<file path="src/sv/imu_pkg.sv">
// ----------------------------------------------------------------------------
// IMU measurement package
// Shared constants, types and fixed-point helpers for the innovation and
// Jacobian unit.
// ----------------------------------------------------------------------------
package imu_pkg;

    localparam int          CORDIC_STEPS_DEF = 24;
    localparam logic [30:0] GRAVITY_RESET    = 31'd642690;
    localparam logic [31:0] ONE_Q16          = 32'sd65536;
    localparam logic signed [35:0] TWO_PI_Q30  = 36'sd6746518852;
    localparam logic signed [35:0] PI_Q30      = 36'sd3373259426;
    localparam logic signed [35:0] HALF_PI_Q30 = 36'sd1686629713;
    localparam logic signed [35:0] GAIN_Q30    = 36'sd652032874;

    typedef enum logic [0:0] {
        MODE_ACCEL = 1'b0,
        MODE_GYRO  = 1'b1
    } t_mode;

    typedef struct packed {
        t_mode       mode;
        logic [31:0] roll;
        logic [31:0] pitch;
        logic [31:0] roll_rate;
        logic [31:0] pitch_rate;
        logic [31:0] yaw_rate;
        logic [31:0] meas_x;
        logic [31:0] meas_y;
        logic [31:0] meas_z;
        logic [30:0] var_x;
        logic [30:0] var_y;
        logic [30:0] var_z;
        logic [30:0] gravity;
    } t_item;

    typedef struct packed {
        t_mode       mode;
        logic [31:0] s0;
        logic [31:0] c0;
        logic [31:0] s1;
        logic [31:0] c1;
        logic [31:0] roll_rate;
        logic [31:0] pitch_rate;
        logic [31:0] yaw_rate;
        logic [31:0] meas_x;
        logic [31:0] meas_y;
        logic [31:0] meas_z;
        logic [30:0] var_x;
        logic [30:0] var_y;
        logic [30:0] var_z;
        logic [30:0] gravity;
    } t_trig;

    typedef struct packed {
        logic [1:0]  row;
        logic [31:0] innovation;
        logic [31:0] h_roll;
        logic [31:0] h_pitch;
        logic [31:0] h_roll_rate;
        logic [31:0] h_pitch_rate;
        logic [31:0] h_yaw_rate;
        logic [30:0] noise_variance;
        logic        last;
    } t_row;

    function automatic logic [31:0] sat32(input logic signed [63:0] v);
        logic [31:0] r;
        if (v > 64'sd2147483647) r = 32'h7fffffff;
        else if (v < -64'sd2147483648) r = 32'h80000000;
        else r = v[31:0];
        return r;
    endfunction

    function automatic logic [31:0] qmul(input logic [31:0] a, input logic [31:0] b);
        logic signed [63:0] p;
        p = $signed(a) * $signed(b);
        p = (p + 64'sd32768) >>> 16;
        return sat32(p);
    endfunction

    function automatic logic [31:0] qadd(input logic [31:0] a, input logic [31:0] b);
        return sat32(64'($signed(a)) + 64'($signed(b)));
    endfunction

    function automatic logic [31:0] qsub(input logic [31:0] a, input logic [31:0] b);
        return sat32(64'($signed(a)) - 64'($signed(b)));
    endfunction

    function automatic logic [31:0] qneg(input logic [31:0] a);
        return sat32(-64'($signed(a)));
    endfunction

    function automatic logic signed [35:0] atan_q30(input int i);
        logic signed [35:0] r;
        case (i)
            0: r = 36'sd843314857;
            1: r = 36'sd497837829;
            2: r = 36'sd263043837;
            3: r = 36'sd133525159;
            4: r = 36'sd67021687;
            5: r = 36'sd33543516;
            6: r = 36'sd16775851;
            7: r = 36'sd8388437;
            8: r = 36'sd4194283;
            9: r = 36'sd2097149;
            default: r = (i <= 30) ? (36'sd1 <<< (30 - i)) : 36'sd0;
        endcase
        return r;
    endfunction

endpackage

</file>
<file path="src/sv/imu_queue.sv">
// ----------------------------------------------------------------------------
// IMU decoupling queue
// Short queue between the CORDIC front part and the row back part.
// ----------------------------------------------------------------------------
module imu_queue import imu_pkg::*; #(
    parameter int DEPTH = 4
) (
    input  logic  i_clk,
    input  logic  i_rst_n,
    input  logic  i_push,
    input  t_trig i_data,
    input  logic  i_pop,
    output logic  o_empty,
    output logic [$clog2(DEPTH+1)-1:0] o_count,
    output t_trig o_data
);

    localparam int AW = $clog2(DEPTH);

    t_trig                  r_mem [DEPTH];
    logic [AW-1:0]          r_wp, r_rp;
    logic [$clog2(DEPTH+1)-1:0] r_cnt;

    always_ff @(posedge i_clk) begin
        if (!i_rst_n) begin
            r_wp <= '0; r_rp <= '0; r_cnt <= '0;
        end else begin
            if (i_push) r_wp <= (r_wp == AW'(DEPTH-1)) ? '0 : r_wp + 1'b1;
            if (i_pop)  r_rp <= (r_rp == AW'(DEPTH-1)) ? '0 : r_rp + 1'b1;
            r_cnt <= r_cnt + (i_push ? 1'b1 : 1'b0) - (i_pop ? 1'b1 : 1'b0);
        end
    end

    always_ff @(posedge i_clk) begin
        if (i_push) r_mem[r_wp] <= i_data;
    end

    assign o_data  = r_mem[r_rp];
    assign o_empty = (r_cnt == '0);
    assign o_count = r_cnt;

endmodule

</file>
<file path="config.mk">
export PLATFORM = sky130hd
export DESIGN_NAME = imu_queue
export DESIGN_NICKNAME = d
export VERILOG_FILES = /design/src/sv/imu_pkg.sv /design/src/sv/imu_queue.sv
export SDC_FILE = /design/constraint.sdc
export NUM_CORES = 1
export LEC_CHECK = 0
export BUFFER_PORTS_ARGS = -buffer_cell sky130_fd_sc_hd__buf_2
export CORE_MARGIN = 8
export CORE_UTILIZATION = 59
export CTS_BUF_LIST = sky130_fd_sc_hd__clkbuf_4
export CTS_CLUSTER_DIAMETER = 80
export DETAILED_ROUTE_END_ITERATION = 8
export PLACE_DENSITY = 0.82
export SLEW_MARGIN = 10
export SYNTH_ARGS = -nofsm -noshare
export SYNTH_HDL_FRONTEND = slang
export SYNTH_SLANG_ARGS = --single-unit
</file>
<file path="constraint.sdc">
create_clock -name i_clk -period 15.8 [get_ports i_clk]
set_input_delay 0.79 -clock i_clk [delete_from_list [all_inputs] [get_ports i_clk]]
set_output_delay 0.79 -clock i_clk [all_outputs]
set_load 0.01 [all_outputs]
</file>
=== Yosys cells after proc, flatten, opt, wreduce, memory -nomap -nowiden ===
Memories as Yosys holds them, arrays and structs flattened. A register that Yosys moved wholly into a read port is not among the register bits.
Index checks and enable logic that the tools add are counted.

* Register bits: 7
* Latch bits: 0
* Bits in writable memories: 1780
* Bits in read-only memories: 0
* Bits of input ports: 449
* Memories: 1

{| class="wikitable"
|+ Memories
! memory !! words !! width !! read ports !! clocked after memory_dff !! write ports !! line !! RTL
|-
| r_mem || 4 || 445 || 1 || 1 || 1 || imu_queue.sv:20 || <nowiki>t_trig r_mem [DEPTH];</nowiki>
|}

* Add/sub/neg operators: 4
* Multiply operators: 0
* Div/mod/pow operators: 0
* Magnitude comparators: 0
* Equality and inequality tests: 2
* Shift operators: 0
* Multiplexer cells: 8
* Bitwise gates (word level): 0
* Reductions and logical operators: 1

{| class="wikitable"
|+ Operators by type and width
! cell !! number
|-
| 2-bit two-way mux || 4
|-
| 2-bit by 1-bit adder with 2-bit output, second input constant || 2
|-
| 2-bit == test, second input constant || 2
|-
| 1-bit two-way mux || 4
|-
| 3-bit by 1-bit adder with 3-bit output || 1
|-
| 3-bit zero test || 1
|-
| 3-bit by 1-bit subtractor with 3-bit output || 1
|}

=== Depth between registers and ports, before layout ===
* Word-level depth: 4
* Gate-level depth with buffers: 8
* Depth with buffers taken out: 8

=== Least setup slack after synthesis ===
No wires, ideal clock.

* Path kind: input-to-reg
* From: in i_push
* To: mem r_mem[0][0] (netlist bit) (enable)
* Arrival time: 10788 ps
* Setup slack: 4147 ps
* Stages: 1
* Path buffers: 0
* Cells stage by stage: and2_1

* Cells in the longest elaborated chain, start to end: 2

{| class="wikitable"
|+ Ends and longest elaborated chain
! what !! line !! RTL
|-
| from (decl) || imu_queue.sv:10 || <nowiki>input logic i_push,</nowiki>
|-
| 1-bit two-way mux || imu_queue.sv:35 || <nowiki>if (i_push) r_mem[r_wp] <= i_data;</nowiki>
|-
| 1-bit two-way mux (not written as such) || imu_queue.sv:35 ||
|-
| to (decl) || imu_queue.sv:20 ||
|}

No other way between the ends.

==> out/metrics.yaml <==
run_status:
  outcome: "finished clean"
die:
  rows: 121
  core_um2: 109000
  dieWidth_um: 347
  fp.dieH_um: 347
  ioPinCount: 898
  die-area_um2: 120000
  floorplan.initialDensity_pct: 59.3
power_and_ir_drop:
  power_frac_comb_pct: 9.9
  power_density_nw_per_um2: 127
  worst_ir_drop_vdd_uv: 110
  net-switching-power_w: 0.00254
  leakagePower_nw: 27.6
  switching_share_pct: 24.9
  power_report.internal_total_w: 0.00766
  share_clk_of_total_power_pct: 36.2
  pwr-share-seq_pct: 53.9
worst_setup_path:
  crit_buf_inv: 4
  cp.required_ps: 15010
  worst_setup_path_end_kind: "output port"
  timing.critical_path.cells: "buf_4 > buf_4 > buf_4 > mux4_2 > buf_2"
  critPathMaxFanout: 65
  worstPathArrival_ps: 5420
  timing.critical_path.slowest_cell_delay_ps: 900
  criticalPathCategory: "reg -> out"
  crit_path_top_delay_cell: "sky130_fd_sc_hd__dfxtp_4"
  crit_path_frequent_cell: "sky130_fd_sc_hd__buf_4"
  worst_setup_path_start_kind: "register"
  family_of_cells_with_the_greatest_summed_delay_on_the_critical_path: "buffers and inverters"
  reg2reg_from: "r_wp[0]$_SDFFE_PN0P_"
drt:
  wirelength_mm: 181
  route.vias.total: 35400
  drtIter0Drc: 3623
  drt-vias-per-instance: 6.09
  drc_errors: 0
  drtAntennaViolNets: 0
  wire_length_per_cell_um: 31.2
  drt_pre_antenna_iters: 6
timing:
  layout_worst_path_cycle_share_pct: 39.3
  setup_repair_after_global_routing_missed_its_margin: "false"
  fmaxAchievable_mhz: 161
  timing.max_slew.rel_slack_pct: 25.1
  finalWorstPathRequiredPeriod_ps: 6210
  timing.setup.tns_ps: 0
  clk_skew_ps: 178
  timing_worst_slew_pin_value_ps: 1120
  final_max_slew_violation_count: 0
  timing.final.hold_violations: 0
  report.final.setup_viol: 0
synth:
  synth-simple-area-share_pct: 0.126
  multiplexer_area_fraction_after_synthesis_pct: 15.6
  seq_area_frac_synth_pct: 83.2
  synth_async_sr_flop_share_pct: 0
  synth_top_family_by_area: "multiplexers"
  post_synth_xor_area_fraction_pct: 0.0349
  post_synth_inst_count: 2366
  synth.distinct_cells: 19
  post_synthesis_cell_area_um2: 64500
  synth_edf_count: 1780
  synthFlopType: "sky130_fd_sc_hd__edfxtp_1"
  mapped_avg_cell_area_um2: 27.3
  synth_compound_gate_area_share_pct: 0.0155
  synth_top_area_share_pct: 82.9
  synth_nets: 2823
  synth.ff_latch_count: 1789
  yosysMostFrequentCell: "sky130_fd_sc_hd__edfxtp_1"
  synth_area_leader: "sky130_fd_sc_hd__edfxtp_1"
  yosys_warnings: 0
  synthTopCellsByCount: "1,780 x sky130_fd_sc_hd__edfxtp_1, 445 x sky130_fd_sc_hd__mux4_2, 32 x sky130_fd_sc_hd__buf_1"
  synth_top_cells_by_area: "sky130_fd_sc_hd__edfxtp_1 83%, sky130_fd_sc_hd__mux4_2 16%, sky130_fd_sc_hd__buf_4 0.35%"
  post_synth_fa_ha_maj_area_fraction_pct: 0.167
layout:
  postLayoutCellArea_um2: 80200
  areaGrowthSynthToFinish_pct: 24.4
  filler_cell_count: 5434
  final_net_count: 4526
  drive_gt1_share_pct: 45.9
global_routing:
  grt_pass1_wl_mm: 257
  first_global_vias: 38200
  globalRouteTotalUtil_pct: 29.3
  globalRoute.totalOverflow: 0
  grt_antenna_before_repair: 42
  grt_max_degree: 153
clock_tree:
  htree_num_levels: 5
  clk_lat_worst_skew_ps: 1270
  cts-root-to-sink-buffers: 4
  cts.sink_count: 1789
  cts_buf_count: 427
  cts_tree: "yes"
  cts.root.buffer_cell: "sky130_fd_sc_hd__clkbuf_4"
  path_clk_slew_ps: 90
  post_cts_resize_count: 0
  cts_post_setup_buffers_inserted: 0
placed_design:
  final_wtd_congestion: 0.772
  dp_hpwl_mm: 94.0
  numPortBuffers: 897
  placedInstanceArea_um2: 70500
min_path:
  worst_hold_path_type: "in -> reg"
  worstHoldStart: "i_data[17]"
flow_run:
  max_cap_viol_count: 0
## flip-flops by register name, indices dropped and copies added, names as in the netlist, named ones only
| signal | cells |
|---|---|
| r_rp | 2 |
| r_mem | 1780 |
| o_count | 3 |
| r_wp | 2 |
## cells in the final DEF, fill, tap and decap left out, drive strengths merged
master / count
a21oi: 2
and2: 5
buf: 924
bufinv: 4
clkbuf: 593
clkinv: 118
clkinvlp: 3
dfxtp: 9
diode: 43
dlygate4sd3: 449
edfxtp: 1780
fa: 1
ha: 7
inv: 9
mux2i: 2
mux4: 445
nand2b: 2
nor2: 4
nor3: 1
or3b: 2
xnor3: 1
## path summary, 6_finish.rpt
kind | endpoint | slack [ps] | depth (start not counted)
min | r_mem[1][17]$_DFFE_PP_ | 230 | 2
max reg2reg | r_mem[2][199]$_DFFE_PP_ | 11220 | 6
min reg2reg | register | 540 | 2
max | o_data[227] | 9590 | 5
## timing repair
action                                  4_1_cts  5_1_grt
endpoints found under the setup margin        0        0
hold buffers                                449        0
hold endpoints to repair                   1789        0
## cells by family (layout without fill, tap and decap cells)
logic type / after synthesis / after routing
AND/OR/NAND/NOR: 14 / 14
XOR/XNOR: 1 / 1
other: 0 / 43
multiplexers: 447 / 447
AO/OA/AOI/OAI: 2 / 2
buffers and inverters: 105 / 2100
flip-flops: 1789 / 1789
adder cells (fa/ha/maj): 8 / 8
## metal layers
metal / global-route usage [%] / vias to the layer above / share of wire (%)
li1: - / 14000 / -
met1: 32.5 / 17900 / 31
met2: 50.7 / 2942 / 53
met3: 9.65 / 510 / 11
met4: 14.7 / 10 / 5.4
met5: 0 / - / 0.031
## worst reg2reg max path: stages (launching register included)
cell and delay (ps):
sky130_fd_sc_hd__dfxtp_1 350, sky130_fd_sc_hd__inv_1 90, sky130_fd_sc_hd__ha_1 150, sky130_fd_sc_hd__and2_4 580
sky130_fd_sc_hd__buf_4 960, sky130_fd_sc_hd__buf_4 920, sky130_fd_sc_hd__buf_4 970
## area by class of cell
cell class / count / area [um2] / share of cell area, %
Sequential cell: 1789 / 53600 / 66.8
Clock inverter: 128 / 652 / 0.812
Timing Repair Buffer: 1373 / 9320 / 11.6
Clock buffer: 593 / 4450 / 5.55
Multi-Input combinational cell: 472 / 10300 / 12.8
Inverter: 6 / 22.5 / 0.0281
Tap cell: 1414 / 1770 / 2.20
Antenna cell: 43 / 108 / 0.134
## power by group through the flow
stage	clock (W)	combinational [W]	sequential, W
CTS	0.00358	0.000979	0.00548
detailed placement	0	0.000872	0.00558
floorplan	0	0.000475	0.00564
global placement	0	0.000856	0.00556
finish	0.00370	0.00101	0.00550
global route	0.00397	0.00105	0.00550
## per-stage QoR
stage                     hold slack [ps]  total power (W)  cells  util (%)  setup WS (ps)
after floorplan                       476          0.00611   2366         -           4150
after global placement                484          0.00642   4605      64.9          10790
after detailed placement              504          0.00645   4605      64.9          10870
after CTS                             109           0.0100   5775      73.7           9540
after global routing                  101           0.0105   5808      73.8           9370
final                                 234           0.0102   5818      73.8           9590
Note: power is estimated with default switching activity, not from simulation.
